`src/rtl/hsg_pkg.sv`:
```
// Shared types, constants and lookup tables of the hue sector glyph classifier.
`timescale 1ns / 1ps

package hsg_pkg;

    // Which component won the maximum (red first, then green, then blue)
    localparam logic [1:0] SEL_RED   = 2'd0;
    localparam logic [1:0] SEL_GREEN = 2'd1;
    localparam logic [1:0] SEL_BLUE  = 2'd2;

    localparam logic [7:0]  THRESHOLD_RESET = 8'd51;

    // Luminance weights, scaled by 10000
    localparam logic [20:0] LUM_COEF_R = 21'd2987;
    localparam logic [20:0] LUM_COEF_G = 21'd5870;
    localparam logic [20:0] LUM_COEF_B = 21'd1140;
    localparam logic [24:0] GREY_LEVELS = 25'd13;
    // One grey level step of 13*lum: 10000 * 255
    localparam int          GREY_STEP   = 2550000;
    localparam int          GREY_MAX    = 12;

    localparam logic [5:0]  SECTOR_COUNT  = 6'd24;
    localparam logic [5:0]  SECTOR_OFFSET = 6'd20;

    typedef struct packed {
        logic [1:0] glyph;
        logic [3:0] fg;
        logic [3:0] bg;
    } cell_t;

    // After the extremes stage
    typedef struct packed {
        logic [7:0]        mx;
        logic [7:0]        mn;
        logic [1:0]        sel;
        logic signed [8:0] diff;
        logic [20:0]       prod_r;
        logic [20:0]       prod_g;
        logic [20:0]       prod_b;
    } extreme_t;

    // After the saturation stage
    typedef struct packed {
        logic        coloured;
        logic [1:0]  sel;
        logic [7:0]  delta;
        logic [10:0] dividend;
        logic [21:0] lum;
    } front_t;

    // After the first division stage
    typedef struct packed {
        logic        coloured;
        logic [1:0]  sel;
        logic [7:0]  delta;
        logic [10:0] rem;
        logic [1:0]  quot_hi;
        logic [24:0] lum13;
    } div_half_t;

    // After the second division stage
    typedef struct packed {
        logic       coloured;
        logic [1:0] sel;
        logic [3:0] quot;
        logic [3:0] level;
    } div_t;

    function automatic cell_t hue_cell(input logic [4:0] sector);
        cell_t c;
        c.glyph = sector[1:0];
        case (sector[4:2])
            3'd0:    begin c.fg = 4'd12; c.bg = 4'd12; end
            3'd1:    begin c.fg = 4'd10; c.bg = 4'd14; end
            3'd2:    begin c.fg = 4'd11; c.bg = 4'd10; end
            3'd3:    begin c.fg = 4'd9;  c.bg = 4'd11; end
            3'd4:    begin c.fg = 4'd13; c.bg = 4'd9;  end
            3'd5:    begin c.fg = 4'd12; c.bg = 4'd13; end
            default: begin c.fg = 4'd12; c.bg = 4'd12; end
        endcase
        // first sector of the red band keeps red on red
        if (sector == 5'd0) begin
            c.fg = 4'd12;
        end
        if (sector[4:2] == 3'd0 && sector[1:0] != 2'd0) begin
            c.fg = 4'd14;
        end
        return c;
    endfunction

    function automatic cell_t grey_cell(input logic [3:0] level);
        cell_t c;
        c.glyph = level[1:0];
        case (level)
            4'd0:                      begin c.fg = 4'd0;  c.bg = 4'd0; end
            4'd1, 4'd2, 4'd3, 4'd4:    begin c.fg = 4'd8;  c.bg = 4'd0; end
            4'd5, 4'd6, 4'd7, 4'd8:    begin c.fg = 4'd7;  c.bg = 4'd8; end
            4'd9, 4'd10, 4'd11, 4'd12: begin c.fg = 4'd15; c.bg = 4'd7; end
            default:                   begin c.fg = 4'd15; c.bg = 4'd7; end
        endcase
        return c;
    endfunction

endpackage

```
`src/rtl/hsg_front.sv`:
```
// Extremes and saturation stages: max, min, hue difference, luminance, coloured test.
`timescale 1ns / 1ps

module hsg_front (
    input  logic                  aclk,
    input  logic                  aresetn,
    input  logic                  in_valid,
    output logic                  in_ready,
    input  logic [7:0]            red,
    input  logic [7:0]            green,
    input  logic [7:0]            blue,
    input  logic [7:0]            threshold,
    output logic                  out_valid,
    input  logic                  out_ready,
    output hsg_pkg::front_t       out_data
);

    hsg_pkg::extreme_t ext_next, ext_reg;
    hsg_pkg::front_t   frt_next, frt_reg;
    logic              ext_valid_reg, frt_valid_reg;
    logic              ext_ready, frt_ready;

    logic [7:0]         mx_rg, mn_rg;
    logic [15:0]        sat_lhs, sat_rhs;
    logic [7:0]         delta;
    logic signed [11:0] dividend_s;

    assign frt_ready = !frt_valid_reg || out_ready;
    assign ext_ready = !ext_valid_reg || frt_ready;
    assign in_ready  = ext_ready;

    always_comb begin
        mx_rg = (red > green) ? red : green;
        mn_rg = (red < green) ? red : green;
        ext_next.mx = (mx_rg > blue) ? mx_rg : blue;
        ext_next.mn = (mn_rg < blue) ? mn_rg : blue;
        if (red >= ext_next.mx) begin
            ext_next.sel  = hsg_pkg::SEL_RED;
            ext_next.diff = $signed({1'b0, green}) - $signed({1'b0, blue});
        end else if (green >= ext_next.mx) begin
            ext_next.sel  = hsg_pkg::SEL_GREEN;
            ext_next.diff = $signed({1'b0, blue}) - $signed({1'b0, red});
        end else begin
            ext_next.sel  = hsg_pkg::SEL_BLUE;
            ext_next.diff = $signed({1'b0, red}) - $signed({1'b0, green});
        end
        ext_next.prod_r = 21'(red)   * hsg_pkg::LUM_COEF_R;
        ext_next.prod_g = 21'(green) * hsg_pkg::LUM_COEF_G;
        ext_next.prod_b = 21'(blue)  * hsg_pkg::LUM_COEF_B;
    end

    always_comb begin
        delta   = ext_reg.mx - ext_reg.mn;
        sat_lhs = {delta, 8'd0} - 16'(delta);
        sat_rhs = 16'(threshold) * 16'(ext_reg.mx);
        // shift the hue by four sectors so the dividend stays non-negative
        dividend_s = (12'(ext_reg.diff) <<< 2) + $signed({2'b00, delta, 2'b00});
        frt_next.coloured = (delta != 8'd0) && (sat_lhs > sat_rhs);
        frt_next.sel      = ext_reg.sel;
        frt_next.delta    = delta;
        frt_next.dividend = dividend_s[10:0];
        frt_next.lum      = 22'(ext_reg.prod_r) + 22'(ext_reg.prod_g)
                          + 22'(ext_reg.prod_b);
    end

    always_ff @(posedge aclk) begin
        if (!aresetn) begin
            ext_valid_reg <= 1'b0;
            frt_valid_reg <= 1'b0;
        end else begin
            if (ext_ready) begin
                ext_valid_reg <= in_valid;
            end
            if (frt_ready) begin
                frt_valid_reg <= ext_valid_reg;
            end
        end
    end

    always_ff @(posedge aclk) begin
        if (ext_ready && in_valid) begin
            ext_reg <= ext_next;
        end
        if (frt_ready && ext_valid_reg) begin
            frt_reg <= frt_next;
        end
    end

    assign out_valid = frt_valid_reg;
    assign out_data  = frt_reg;

endmodule

```
`src/rtl/hsg_divide.sv`:
```
// Two-stage restoring divider for the hue quotient, plus the grey level search.
`timescale 1ns / 1ps

module hsg_divide (
    input  logic                  aclk,
    input  logic                  aresetn,
    input  logic                  in_valid,
    output logic                  in_ready,
    input  hsg_pkg::front_t       in_data,
    output logic                  out_valid,
    input  logic                  out_ready,
    output hsg_pkg::div_t         out_data
);

    hsg_pkg::div_half_t half_next, half_reg;
    hsg_pkg::div_t      div_next, div_reg;
    logic               half_valid_reg, div_valid_reg;
    logic               half_ready, div_ready;

    logic [10:0] rem_a, rem_b;
    logic [10:0] step3, step2, step1, step0;
    logic        q3, q2, q1, q0;

    assign div_ready  = !div_valid_reg || out_ready;
    assign half_ready = !half_valid_reg || div_ready;
    assign in_ready   = half_ready;

    // quotient bits 3 and 2
    always_comb begin
        step3 = {in_data.delta, 3'd0};
        step2 = {1'b0, in_data.delta, 2'd0};
        q3    = in_data.dividend >= step3;
        rem_a = q3 ? (in_data.dividend - step3) : in_data.dividend;
        q2    = rem_a >= step2;
        half_next.rem      = q2 ? (rem_a - step2) : rem_a;
        half_next.quot_hi  = {q3, q2};
        half_next.coloured = in_data.coloured;
        half_next.sel      = in_data.sel;
        half_next.delta    = in_data.delta;
        half_next.lum13    = 25'(in_data.lum) * hsg_pkg::GREY_LEVELS;
    end

    // quotient bits 1 and 0, grey level by threshold compares
    always_comb begin
        step1 = {2'd0, half_reg.delta, 1'b0};
        step0 = {3'd0, half_reg.delta};
        q1    = half_reg.rem >= step1;
        rem_b = q1 ? (half_reg.rem - step1) : half_reg.rem;
        q0    = rem_b >= step0;
        div_next.quot     = {half_reg.quot_hi, q1, q0};
        div_next.coloured = half_reg.coloured;
        div_next.sel      = half_reg.sel;
        div_next.level    = 4'd0;
        for (int k = 1; k <= hsg_pkg::GREY_MAX; k++) begin
            if (half_reg.lum13 >= 25'(k * hsg_pkg::GREY_STEP)) begin
                div_next.level = 4'(k);
            end
        end
    end

    always_ff @(posedge aclk) begin
        if (!aresetn) begin
            half_valid_reg <= 1'b0;
            div_valid_reg  <= 1'b0;
        end else begin
            if (half_ready) begin
                half_valid_reg <= in_valid;
            end
            if (div_ready) begin
                div_valid_reg <= half_valid_reg;
            end
        end
    end

    always_ff @(posedge aclk) begin
        if (half_ready && in_valid) begin
            half_reg <= half_next;
        end
        if (div_ready && half_valid_reg) begin
            div_reg <= div_next;
        end
    end

    assign out_valid = div_valid_reg;
    assign out_data  = div_reg;

endmodule

```
`src/rtl/hsg_lookup.sv`:
```
// Output stage: hue sector wrap, table lookup and the result register.
`timescale 1ns / 1ps

module hsg_lookup (
    input  logic                  aclk,
    input  logic                  aresetn,
    input  logic                  in_valid,
    output logic                  in_ready,
    input  hsg_pkg::div_t         in_data,
    output logic                  out_valid,
    input  logic                  out_ready,
    output hsg_pkg::cell_t        out_cell,
    output logic                  out_coloured
);

    hsg_pkg::cell_t cell_next, cell_reg;
    logic           coloured_reg;
    logic           valid_reg;
    logic           ready;
    logic [5:0]     seg_base, sector_raw, sector;

    assign ready    = !valid_reg || out_ready;
    assign in_ready = ready;

    always_comb begin
        case (in_data.sel)
            hsg_pkg::SEL_RED:   seg_base = 6'd0;
            hsg_pkg::SEL_GREEN: seg_base = 6'd8;
            hsg_pkg::SEL_BLUE:  seg_base = 6'd16;
            default:            seg_base = 6'd0;
        endcase
        // undo the four-sector shift of the dividend, modulo 24
        sector_raw = seg_base + 6'(in_data.quot) + hsg_pkg::SECTOR_OFFSET;
        sector     = (sector_raw >= hsg_pkg::SECTOR_COUNT)
                   ? (sector_raw - hsg_pkg::SECTOR_COUNT) : sector_raw;
        cell_next  = in_data.coloured ? hsg_pkg::hue_cell(sector[4:0])
                                      : hsg_pkg::grey_cell(in_data.level);
    end

    always_ff @(posedge aclk) begin
        if (!aresetn) begin
            valid_reg <= 1'b0;
        end else if (ready) begin
            valid_reg <= in_valid;
        end
    end

    always_ff @(posedge aclk) begin
        if (ready && in_valid) begin
            cell_reg     <= cell_next;
            coloured_reg <= in_data.coloured;
        end
    end

    assign out_valid    = valid_reg;
    assign out_cell     = cell_reg;
    assign out_coloured = coloured_reg;

endmodule

```
`src/rtl/hue_sector_glyph_classifier.sv`:
```
// Top level: RGB pixel stream in, text-mode cell stream out.
// Throughput: one pixel per cycle while m_tready holds; five register stages, each with its own valid bit.
// Backpressure empties only as far as the first free stage, so s_tready stays high
// while any stage of the pipeline holds a bubble.
// Reset (aresetn low, synchronous): all stages empty, saturation_threshold back to 51.
`timescale 1ns / 1ps

module hue_sector_glyph_classifier (
    input  logic        aclk,
    input  logic        aresetn,
    // pixel in
    input  logic        s_tvalid,
    output logic        s_tready,
    input  logic [23:0] s_tdata,   // [7:0] red, [15:8] green, [23:16] blue
    // cell out
    output logic        m_tvalid,
    input  logic        m_tready,
    output logic [15:0] m_tdata,   // [1:0] glyph, [5:2] fg_colour, [9:6] bg_colour, rest 0
    output logic [0:0]  m_tuser,   // [0] coloured
    // saturation_threshold write
    input  logic        cfg_valid,
    output logic        cfg_ready,
    input  logic [7:0]  cfg_data
);

    logic [7:0] threshold_reg;

    hsg_pkg::front_t front_data;
    hsg_pkg::div_t   div_data;
    hsg_pkg::cell_t  lookup_cell;
    logic            front_valid, front_ready;
    logic            div_valid, div_ready;
    logic            coloured;

    // Threshold register: writes always accepted; user must change it only while idle; not enforced
    assign cfg_ready = 1'b1;

    always_ff @(posedge aclk) begin
        if (!aresetn) begin
            threshold_reg <= hsg_pkg::THRESHOLD_RESET;
        end else if (cfg_valid && cfg_ready) begin
            threshold_reg <= cfg_data;
        end
    end

    // Stages 1-2: extremes, luminance products, coloured test
    hsg_front u_front (
        .aclk      (aclk),
        .aresetn   (aresetn),
        .in_valid  (s_tvalid),
        .in_ready  (s_tready),
        .red       (s_tdata[7:0]),
        .green     (s_tdata[15:8]),
        .blue      (s_tdata[23:16]),
        .threshold (threshold_reg),
        .out_valid (front_valid),
        .out_ready (front_ready),
        .out_data  (front_data)
    );

    // Stages 3-4: hue quotient two bits per stage, grey level compares
    hsg_divide u_divide (
        .aclk      (aclk),
        .aresetn   (aresetn),
        .in_valid  (front_valid),
        .in_ready  (front_ready),
        .in_data   (front_data),
        .out_valid (div_valid),
        .out_ready (div_ready),
        .out_data  (div_data)
    );

    // Stage 5: sector wrap, table lookup, output register
    hsg_lookup u_lookup (
        .aclk         (aclk),
        .aresetn      (aresetn),
        .in_valid     (div_valid),
        .in_ready     (div_ready),
        .in_data      (div_data),
        .out_valid    (m_tvalid),
        .out_ready    (m_tready),
        .out_cell     (lookup_cell),
        .out_coloured (coloured)
    );

    assign m_tdata    = {6'd0, lookup_cell.bg, lookup_cell.fg, lookup_cell.glyph};
    assign m_tuser[0] = coloured;

`ifndef SYNTH
    // Input stalls only when every stage is full and the output is blocked
    a_ready_only_when_full: assert property (@(posedge aclk) disable iff (!aresetn)
        !s_tready |-> (m_tvalid && !m_tready))
        else $error("s_tready low while the pipeline has room");

    // Hue cells use only the bright colours 9 to 14
    a_hue_colours: assert property (@(posedge aclk) disable iff (!aresetn)
        (m_tvalid && m_tuser[0]) |-> (m_tdata[5:2] >= 4'd9 && m_tdata[5:2] <= 4'd14
                                      && m_tdata[9:6] >= 4'd9 && m_tdata[9:6] <= 4'd14))
        else $error("coloured cell with a non-hue colour");

    // Grey cells keep a grey or black background
    a_grey_background: assert property (@(posedge aclk) disable iff (!aresetn)
        (m_tvalid && !m_tuser[0]) |-> (m_tdata[9:6] == 4'd0 || m_tdata[9:6] == 4'd7
                                       || m_tdata[9:6] == 4'd8))
        else $error("grey cell with a coloured background");
`endif

endmodule

```
`config.mk`:
```
export PLATFORM = sky130hd
export DESIGN_NAME = hue_sector_glyph_classifier
export DESIGN_NICKNAME = d
export VERILOG_FILES = /design/src/rtl/hsg_pkg.sv /design/src/rtl/hsg_front.sv /design/src/rtl/hsg_divide.sv /design/src/rtl/hsg_lookup.sv /design/src/rtl/hue_sector_glyph_classifier.sv
export SDC_FILE = /design/constraint.sdc
export NUM_CORES = 1
export LEC_CHECK = 0
export BUFFER_PORTS_ARGS = -buffer_cell sky130_fd_sc_hd__buf_2
export CELL_PAD_IN_SITES_DETAIL_PLACEMENT = 1
export CELL_PAD_IN_SITES_GLOBAL_PLACEMENT = 1
export CORE_MARGIN = 1.5
export CORE_UTILIZATION = 56
export DETAILED_ROUTE_END_ITERATION = 6
export HOLD_SLACK_MARGIN = 0.02
export MAX_ROUTING_LAYER = met4
export PLACE_DENSITY_LB_ADDON = 0.3
export SLEW_MARGIN = 10
export SYNTH_ARGS = -nofsm -noshare
export SYNTH_HDL_FRONTEND = slang
export SYNTH_SLANG_ARGS = --single-unit
```
`constraint.sdc`:
```
create_clock -name aclk -period 9 [get_ports aclk]
set_clock_uncertainty 0.15 [all_clocks]
set_input_delay 0.9 -clock aclk [delete_from_list [all_inputs] [get_ports aclk]]
set_output_delay 0.9 -clock aclk [all_outputs]
set_load 0.05 [all_outputs]
```
==> results of run 1 <==
-- metrics by stage --
stage	cells	cell area, sq um	utilization	setup WS (ns)	hold slack (ns)
2_1_floorplan	2266	22500	-	2.76	0.250
3_3_place_gp	2805	23300	0.587	2.14	0.257
3_5_place_dp	2805	23300	0.587	1.95	0.258
4_1_cts	2851	24200	0.611	2.57	0.272
5_1_grt	2851	24200	0.611	2.08	0.279
6_report	2851	24200	0.611	2.45	0.274
-- metal layers --
metal	wire, microns	track usage	up-vias
met5	0	-	-
met2	31800	0.565	395
met4	1930	0.104	0
met3	2270	0.0276	135
met1	26500	0.380	8542
li1	-	-	7883
-- Yosys cell counts, types with 17 or more instances --
| cell | n | area [sq um] |
|---|---|---|
| nor3_1 | 37 | 185 |
| nand2_1 | 102 | 383 |
| clkbuf_1 | 25 | 93.8 |
| o21bai_1 | 19 | 143 |
| nand4_1 | 17 | 106 |
| inv_1 | 368 | 1380 |
| fa_1 | 157 | 3140 |
| nor2b_1 | 41 | 257 |
| ha_1 | 355 | 4440 |
| nand2b_1 | 27 | 169 |
| xor2_1 | 35 | 307 |
| o21ai_0 | 87 | 435 |
| and2_1 | 60 | 375 |
| a21o_1 | 53 | 398 |
| edfxtp_1 | 195 | 5860 |
| o21a_1 | 26 | 195 |
| nand3_1 | 40 | 200 |
| nor2_1 | 112 | 420 |
| xnor2_1 | 90 | 788 |
| a31oi_1 | 17 | 106 |
| a21oi_1 | 134 | 671 |
| mux2i_1 | 28 | 280 |
-- kinds of logic after synthesis --
group,Yosys count
compound gates,446
mux,53
buf+inv,408
xor+xnor,125
fa+ha+maj,512
flops,208
simple gates,507
other cells,2
-- path summary, 6_finish.rpt --
check	cells past startpoint	to	slack, ns	from
worst max register to register	21	u_front.out_data[43]$_DFFE_PP_	2.54	u_front.ext_reg[85]$_DFFE_PP_
worst max-delay path	24	u_front.ext_reg[71]$_DFFE_PP_	2.45	s_tdata[14]
worst min-delay path	0	u_divide.out_data[8]$_DFFE_PP_	0.27	u_divide.div_next[8]$_DFFE_PP_
worst min register to register	0	u_divide.out_data[8]$_DFFE_PP_	0.27	u_divide.div_next[8]$_DFFE_PP_
-- cell type report --
cell class / instances / area (sq um) / area share
clock buffer: 26 / 629 / 0.0260
clock inverter: 20 / 305 / 0.0126
inverter: 368 / 1380 / 0.0570
multi-input combinational: 1650 / 14800 / 0.613
sequential: 208 / 6120 / 0.253
tap: 525 / 657 / 0.0271
timing repair buffer: 54 / 283 / 0.0117
-- worst max-delay path, cell delays in order --
cell     delay [ns]
buf_2          0.27
inv_1          0.11
ha_1           0.42
a21oi_2        0.10
o21a_1         0.21
a32oi_2        0.22
nand2_2        0.28
a21o_1         0.29
ha_1           0.28
nor2b_1        0.14
o211a_1        0.20
o21ai_1        0.16
o21a_1         0.70
nor2_1         0.12
a21oi_1        0.19
inv_1          0.10
ha_1           0.31
and3_1         0.19
nand3_1        0.09
a31oi_1        0.19
o41ai_2        0.11
o21ai_2        0.68
mux2i_1        0.16
mux2_4         0.29
-- layout by cell type (no fill, tap or decap), types with 10 or more instances in the layout --
master and instances:
or2_2 13, nand2_1 102, a21o_1 53, xnor2_1 90
nor2_1 112, edfxtp_1 195, dfxtp_1 13, nor2b_1 40
a21boi_0 11, o21ai_0 87, buf_2 49, a21oi_1 134
fa_1 157, nand3_1 40, o211ai_1 10, a31oi_1 16
a211oi_1 12, inv_1 368, nor3_1 37, mux2_2 16
mux2i_1 28, nand2b_1 27, nand4_1 17, clkbuf_16 25
and3_1 15, o21bai_1 19, xor2_1 35, and2_1 60
ha_1 355, o21a_1 26
==> impl_metrics.json, run 1 <==
{
  "status": "completed",
  "h-tree-depth": 1,
  "yosysWarnings": 0,
  "grt_pass1_wl_microns": 100000,
  "core_sq_um": 39600,
  "synthXorXnorAreaFrac": 0.0487,
  "vias_per_cell": 5.95,
  "ys_ff_latch": 208,
  "post_cts_resized": 0,
  "max_freq_mhz": 153,
  "finalWeightedCongestion": 0.945,
  "largest_reg_flops": 84,
  "fin_nets": 2856,
  "hold_violations": 0,
  "ys_async_sr_fraction": 0,
  "cts_buffers": 25,
  "synth-edff-count": 195,
  "first_pass_iters": 5,
  "die_y_microns": 203,
  "drt-initial-drc-count": 931,
  "grt_overflow": 0,
  "synth-compound-area-share": 0.130,
  "drv_slew": 0,
  "grt_max_degree": 57,
  "wl_per_cell_microns": 21.9,
  "synthFlopType": "edfxtp_1",
  "cts_tree": "done",
  "vias": 17000,
  "ys_seq_area_frac": 0.272,
  "synth_top_family_by_area": "adder cells",
  "synth-adder-area-share": 0.337,
  "dieArea_sq_um": 41400,
  "netlist_instances": 2261,
  "rows": 73,
  "cts_sinks": 208,
  "area_growth_syn_to_layout_pct": 7.69,
  "path_max_fanout": 23,
  "setup_tns_ns": 0,
  "synthMuxAreaShare": 0.0265,
  "die_w_microns": 203,
  "rsz0062_at_grt": "false",
  "syn_area_sq_um": 22500,
  "diodes": 0,
  "cp.required_ns": 9.18,
  "maxCapViolations": 0,
  "slew_headroom": 0.211,
  "drive_above_1_share": 0.0718,
  "dp_hpwl_microns": 49200,
  "drt-total-wl_microns": 62500,
  "avgSynthCellArea_sq_um": 9.95,
  "hp-class": "reg -> reg",
  "start_util": 0.567,
  "path_class": "in -> reg",
  "antenna_found_initial": 0,
  "clock_path_buffers": 3,
  "ctsHoldBuffers": 0,
  "port_buffers": 49,
  "postCtsSetupBuffers": 0,
  "post-route-min-period_ns": 6.55,
  "nFillCells": 4396,
  "end_kind": "flip-flop",
  "ant_nets": 0,
  "cts_root_buf": "clkbuf_16",
  "yosys.cell_types.count": 81,
  "grt_pass1_vias": 18900,
  "cp-start-kind": "input pin",
  "synthSimpleGateAreaFrac": 0.115,
  "clk_pin_slew_ns": 0.07,
  "setup-violations-final": 0,
  "period_share": 0.728,
  "worst_pin_slew_ns": 1.18,
  "clock_latency_ns": 0.58,
  "drc": 0,
  "boundaryPins": 57,
  "worstPathArrival_ns": 6.73,
  "grtUsageTotal": 0.318
}
Power of run 1 is left out: the tool's default activity adds up to more than one toggle a clock period on the data nets, which glitch-free logic cannot reach.
==> run 2: changes to the inputs <==
--- a/config.mk
+++ b/config.mk
@@ -5,11 +5,12 @@
 export SDC_FILE = /design/constraint.sdc
 export NUM_CORES = 1
 export LEC_CHECK = 0
+export ABC_AREA = 1
 export BUFFER_PORTS_ARGS = -buffer_cell sky130_fd_sc_hd__buf_2
 export CELL_PAD_IN_SITES_DETAIL_PLACEMENT = 1
 export CELL_PAD_IN_SITES_GLOBAL_PLACEMENT = 1
 export CORE_MARGIN = 1.5
-export CORE_UTILIZATION = 56
+export CORE_UTILIZATION = 45
 export DETAILED_ROUTE_END_ITERATION = 6
 export HOLD_SLACK_MARGIN = 0.02
 export MAX_ROUTING_LAYER = met4
==> constraint.sdc (replaced) <==
create_clock -name aclk -period 5.8 [get_ports aclk]
set_clock_uncertainty 0.15 [all_clocks]
set_input_delay 0.58 -clock aclk [delete_from_list [all_inputs] [get_ports aclk]]
set_output_delay 0.58 -clock aclk [all_outputs]
set_load 0.05 [all_outputs]
==> impl_metrics.json, run 2 <==
{
  "finalWeightedCongestion": 0.895,
  "start_util": 0.457,
  "worst_pin_slew_ns": 1.16,
  "grt_pass1_vias": 19400,
  "avgSynthCellArea_sq_um": 8.62,
  "vias_per_cell": 5.21,
  "clock_path_buffers": 3,
  "post-route-min-period_ns": 5.74,
  "synthFlopType": "edfxtp_1",
  "die_y_microns": 226,
  "synth_top_area_cell": "edfxtp_1",
  "yosys.cell_types.count": 51,
  "place_inst": 3324,
  "final_common_cell": "inv_1",
  "cts_tree": "done",
  "critPathTopFamily": "adder cells",
  "wl_per_cell_microns": 18.0,
  "largest_reg_flops": 84,
  "port_buffers": 49,
  "ys_ff_latch": 204,
  "vias": 17600,
  "slew_headroom": 0.224,
  "die_w_microns": 226,
  "drt-total-wl_microns": 61000,
  "ys_seq_area_frac": 0.267,
  "grt_overflow": 0,
  "period_share": 0.989,
  "critPathSlowestCell": "fa_1",
  "status": "completed",
  "power.leakage_nw": 12.6,
  "first_pass_iters": 5,
  "p_total_mw": 16.1,
  "setup-violations-final": 0,
  "netlist_instances": 2602,
  "ant_nets": 0,
  "synth.top_cell.area_share": 0.256,
  "hp-class": "in -> reg",
  "ys_async_sr_fraction": 0,
  "fin_nets": 3251,
  "dp_hpwl_microns": 51100,
  "path_class": "reg -> reg",
  "drv_slew": 0,
  "core_sq_um": 49100,
  "stdcell_count": 3383,
  "vdd_ir_drop_max_uv": 280,
  "max_freq_mhz": 174,
  "synthTopCellsByArea": "edfxtp_1 (26%), ha_1 (20%), fa_1 (14%)",
  "path_max_fanout": 5,
  "syn_area_sq_um": 22400,
  "final_cell_mix": "inv_1 (561), nand2_1 (441), ha_1 (350), edfxtp_1 (191), a21oi_1 (164)",
  "drive_above_1_share": 0.0758,
  "area_growth_syn_to_layout_pct": 10.6,
  "hold_violations": 0,
  "cts_root_buf": "clkbuf_16",
  "drc": 0,
  "rsz0062_at_grt": "true",
  "p_per_area_nw_per_um2": 648,
  "cp-start-kind": "flip-flop",
  "synth-edff-count": 191,
  "grt_pass1_wl_microns": 98300,
  "netlist_top_cells_count": "inv_1 (573), nand2_1 (446), ha_1 (355), edfxtp_1 (191), a21oi_1 (166)",
  "yosysMostFrequentCell": "inv_1",
  "maxCapViolations": 0,
  "dieArea_sq_um": 51200,
  "yosysWarnings": 0,
  "boundaryPins": 57,
  "clock_latency_ns": 0.57,
  "antenna_found_initial": 1,
  "cts_sinks": 204,
  "end_kind": "flip-flop",
  "clk_pin_slew_ns": 0.06,
  "cts_buffers": 25,
  "path_buf_inv": 5,
  "diodes": 0,
  "critPathMaxStageDelay_ns": 0.53,
  "grtUsageTotal": 0.250,
  "cp.required_ns": 6.07,
  "rows": 81,
  "h-tree-depth": 1,
  "worstPathArrival_ns": 6.01,
  "drt-initial-drc-count": 675,
  "grt_max_degree": 58
}
## run 2: cell types whose count changed after synthesis, sizes merged, moves of 28 or more
| cell | before | now |
|---|---|---|
| and2 | 60 | 1 |
| nand2 | 105 | 453 |
| o21ai | 93 | 127 |
| xor2 | 35 | 93 |
| a21o | 53 | 4 |
| xnor2 | 90 | 41 |
| nor2b | 41 | 0 |
| a21oi | 139 | 167 |
| mux2i | 28 | 0 |
| inv | 368 | 573 |
| nand3 | 42 | 97 |
## run 2: kinds of logic (layout without fill, tap and decap cells)
kind of cell    count (synthesis)  in the layout  share of synthesized area
compound gates                384            384                     0.0966
xor+xnor                      134            134                     0.0523
fa+ha+maj                     512            512                      0.338
buf+inv                       611            723                      0.105
flops                         204            204                      0.267
other cells                     2              7                   0.000335
simple gates                  755            755                      0.141
## run 2: per-stage QoR
step	setup TNS, ns	setup slack, ns	utilization	instance area (sq um)	hold WS, ns
2_1_floorplan	0	0.264	-	22400	0.250
3_3_place_gp	0	0.106	0.482	23700	0.254
3_5_place_dp	-0.169	-0.169	0.482	23700	0.255
4_1_cts	0	0.0125	0.501	24600	0.0618
5_1_grt	-0.251	-0.251	0.506	24800	0.0857
6_report	0	0.0628	0.506	24800	0.0881
## run 2: report_power, final
part | switching, mW | internal [mW] | total (mW)
sequential | 0.363 | 2.69 | 3.06
clock | 0.678 | 1.02 | 1.70
combinational | 6.88 | 4.43 | 11.3
total | 7.93 | 8.14 | 16.1
## run 2: path summary, 6_finish.rpt
kind,startpoint,to,slack (ns),cells after the start
min reg2reg,u_front.ext_reg[42]$_DFFE_PP_,u_front.out_data[0]$_DFFE_PP_,0.27,0
max,u_front.ext_reg[85]$_DFFE_PP_,u_front.out_data[43]$_DFFE_PP_,0.06,29
min,cfg_data[5],threshold_reg[5]$_SDFFE_PN1P_,0.09,3
max reg2reg,u_front.ext_reg[85]$_DFFE_PP_,u_front.out_data[43]$_DFFE_PP_,0.06,29
## run 2: layer usage
layer	GRT usage	vias up	wire length, microns
met2	0.442	261	30700
li1	-	8626	-
met5	-	-	0
met3	0.0295	107	1870
met1	0.299	8623	26600
met4	0.0703	0	1850
## run 2: area by class of cell
type	count	area (sq um)
Clock buffer	27	633
Clock inverter	17	243
Sequential cell	204	6000
Timing Repair Buffer	106	688
Fill cell	5891	24300
Inverter	573	2150
Multi-Input combinational cell	1792	14300
Tap cell	664	831
## run 2: worst register-to-register path, delay by kind of cell, from the launching register on
kind	cells	cell delay (ns)
flip-flops	1	0.49
XOR/XNOR	1	0.09
adder cells (fa/ha/maj)	6	2.44
buffers and inverters	5	0.41
AO/OA/AOI/OAI	8	1.11
AND/OR/NAND/NOR	9	0.91
## run 2: repair_timing
action	4_1_cts	5_1_grt
hold buffers	0	0
endpoints found under the setup margin	1	1
gates resized for setup	5	38
pin swaps	1	32
buffers inserted	3	12
gates cloned	0	0
Note: power is estimated with default switching activity, not from simulation.
==> run 3: changes to the inputs <==
--- a/config.mk
+++ b/config.mk
@@ -9,13 +9,16 @@
 export BUFFER_PORTS_ARGS = -buffer_cell sky130_fd_sc_hd__buf_2
 export CELL_PAD_IN_SITES_DETAIL_PLACEMENT = 1
 export CELL_PAD_IN_SITES_GLOBAL_PLACEMENT = 1
+export CORE_ASPECT_RATIO = 1.5
 export CORE_MARGIN = 1.5
 export CORE_UTILIZATION = 45
 export DETAILED_ROUTE_END_ITERATION = 6
 export HOLD_SLACK_MARGIN = 0.02
 export MAX_ROUTING_LAYER = met4
 export PLACE_DENSITY_LB_ADDON = 0.3
+export REMOVE_ABC_BUFFERS = 1
 export SLEW_MARGIN = 10
 export SYNTH_ARGS = -nofsm -noshare
 export SYNTH_HDL_FRONTEND = slang
 export SYNTH_SLANG_ARGS = --single-unit
+export TNS_END_PERCENT = 30
==> impl_metrics.json, run 3 (synthesis gave the netlist of run 2 again) <==
{
  "status": "finished with violations",
  "violations": "setup timing",
  "core_sq_um": 49400,
  "diodes": 0,
  "clk_pin_slew_ns": 0.06,
  "grt_max_degree": 66,
  "first_pass_iters": 5,
  "path_max_fanout": 4,
  "slew_headroom": 0.272,
  "ant_nets": 0,
  "max_freq_mhz": 170,
  "dp_hpwl_microns": 52900,
  "post_dp_cell_area_sq_um": 23800,
  "hp-class": "in -> reg",
  "critPathMaxStageDelay_ns": 0.53,
  "die_y_microns": 276,
  "grt_pass1_wl_microns": 100000,
  "cpMostUsedCell": "fa_1",
  "end_kind": "flip-flop",
  "grtUsageTotal": 0.256,
  "drc": 0,
  "cts_tree": "done",
  "clock_path_buffers": 3,
  "p_total_mw": 16.1,
  "fin_ws_ns": -0.0900,
  "rsz0062_at_grt": "true",
  "cp.required_ns": 6.03,
  "worstReg2RegStart": "u_front.ext_reg[85]$_DFFE_PP_",
  "cts_root_buf": "clkbuf_16",
  "finalWeightedCongestion": 0.973,
  "grtUsageMet3": 0.0182,
  "grt_overflow": 0,
  "drt-total-wl_microns": 62400,
  "grt_pass1_vias": 20200,
  "maxCapViolations": 0,
  "power.leakage_nw": 12.7,
  "worstPathArrival_ns": 6.12,
  "dieArea_sq_um": 51200,
  "drt-initial-drc-count": 606,
  "wl_per_cell_microns": 18.3,
  "h-tree-depth": 1,
  "largest_reg_flops": 84,
  "final_common_cell": "inv_1",
  "drv_slew": 0,
  "vias": 18000,
  "cts_buffers": 22,
  "critPathSlowestCell": "fa_1",
  "rows": 100,
  "place_ws_ns": -0.233,
  "start_util": 0.454,
  "fin_nets": 3281,
  "clock_latency_ns": 0.53,
  "cts_sinks": 204,
  "path_buf_inv": 6,
  "met1_usage": 0.241,
  "setup_tns_ns": -0.0900,
  "boundaryPins": 57,
  "startpoint": "u_front.ext_reg[85]$_DFFE_PP_",
  "busiest_layer": "met2",
  "final_util": 0.506,
  "post-route-min-period_ns": 5.89,
  "area_growth_syn_to_layout_pct": 11.5,
  "antenna_found_initial": 0,
  "vias_per_cell": 5.27,
  "port_buffers": 49,
  "final_cell_mix": "inv_1 (558), nand2_1 (439), ha_1 (348), edfxtp_1 (191), a21oi_1 (162)",
  "postLayoutCellArea_sq_um": 25000,
  "drive_above_1_share": 0.0896,
  "vdd_ir_drop_max_uv": 329,
  "min_from": "cfg_data[4]",
  "p_per_area_nw_per_um2": 646,
  "cp-start-kind": "flip-flop",
  "die_w_microns": 185,
  "path_class": "reg -> reg",
  "hold_violations": 0,
  "gr-usage-met2": 0.497,
  "period_share": 1.02,
  "worst_pin_slew_ns": 1.09,
  "setup-violations-final": 1,
  "critPathTopFamily": "adder cells"
}
## run 3: cell count changes in the layout (fill, tap and decap cells not counted), sizes merged
cell	change
bufinv	-1
inv	-4
clkinv	-1
clkinvlp	+2
buf	+33
clkbuf	-1
## run 3: tightest hold or removal path, stage by stage
cell	delay, ns
buf_2	0.08
nand2_1	0.05
nand3_1	0.07
## run 3: path summary, 6_finish.rpt
path,to,slack [ns],cells past startpoint
max,u_front.out_data[43]$_DFFE_PP_,-0.09,29
min reg2reg,u_divide.out_data[7]$_DFFE_PP_,0.27,0
min,threshold_reg[4]$_SDFFE_PN1P_,0.12,3
max reg2reg,u_front.out_data[43]$_DFFE_PP_,-0.09,29
## run 3: timing repair
action | in CTS | in global routing
hold buffers | 0 | 0
setup buffers | 16 | 16
endpoints found under the setup margin | 1 | 1
pin swaps | 18 | 40
resized for setup | 19 | 41
## run 3: through the flow
| step | hold slack, ns | std cells |
|---|---|---|
| after floorplan | 0.250 | 2569 |
| after global placement | 0.253 | 3340 |
| after detailed placement | 0.259 | 3340 |
| after CTS | 0.101 | 3395 |
| after global routing | 0.126 | 3410 |
| final | 0.117 | 3410 |
## run 3: final cells by class
class                           instances  area [sq um]
Clock buffer                           26           587
Tap cell                              663           830
Clock inverter                         13           174
Timing Repair Buffer                  139           956
Fill cell                            5905         24400
Inverter                              573          2160
Sequential cell                       204          6000
Multi-Input combinational cell       1792         14300
## run 3: power by group
group / leakage (nW) / switching (mW) / internal, mW
Sequential: 1.92 / 0.343 / 2.69
Clock: 0.363 / 0.606 / 0.902
Combinational: 10.4 / 7.02 / 4.57
## run 3: routing by layer
metal / wire length, microns / vias to the layer above / share of wire
met5: 0 / - / 0
met4: 3940 / 0 / 0.063
met3: 1280 / 196 / 0.020
met2: 35100 / 319 / 0.56
met1: 22100 / 8774 / 0.35
li1: - / 8678 / -
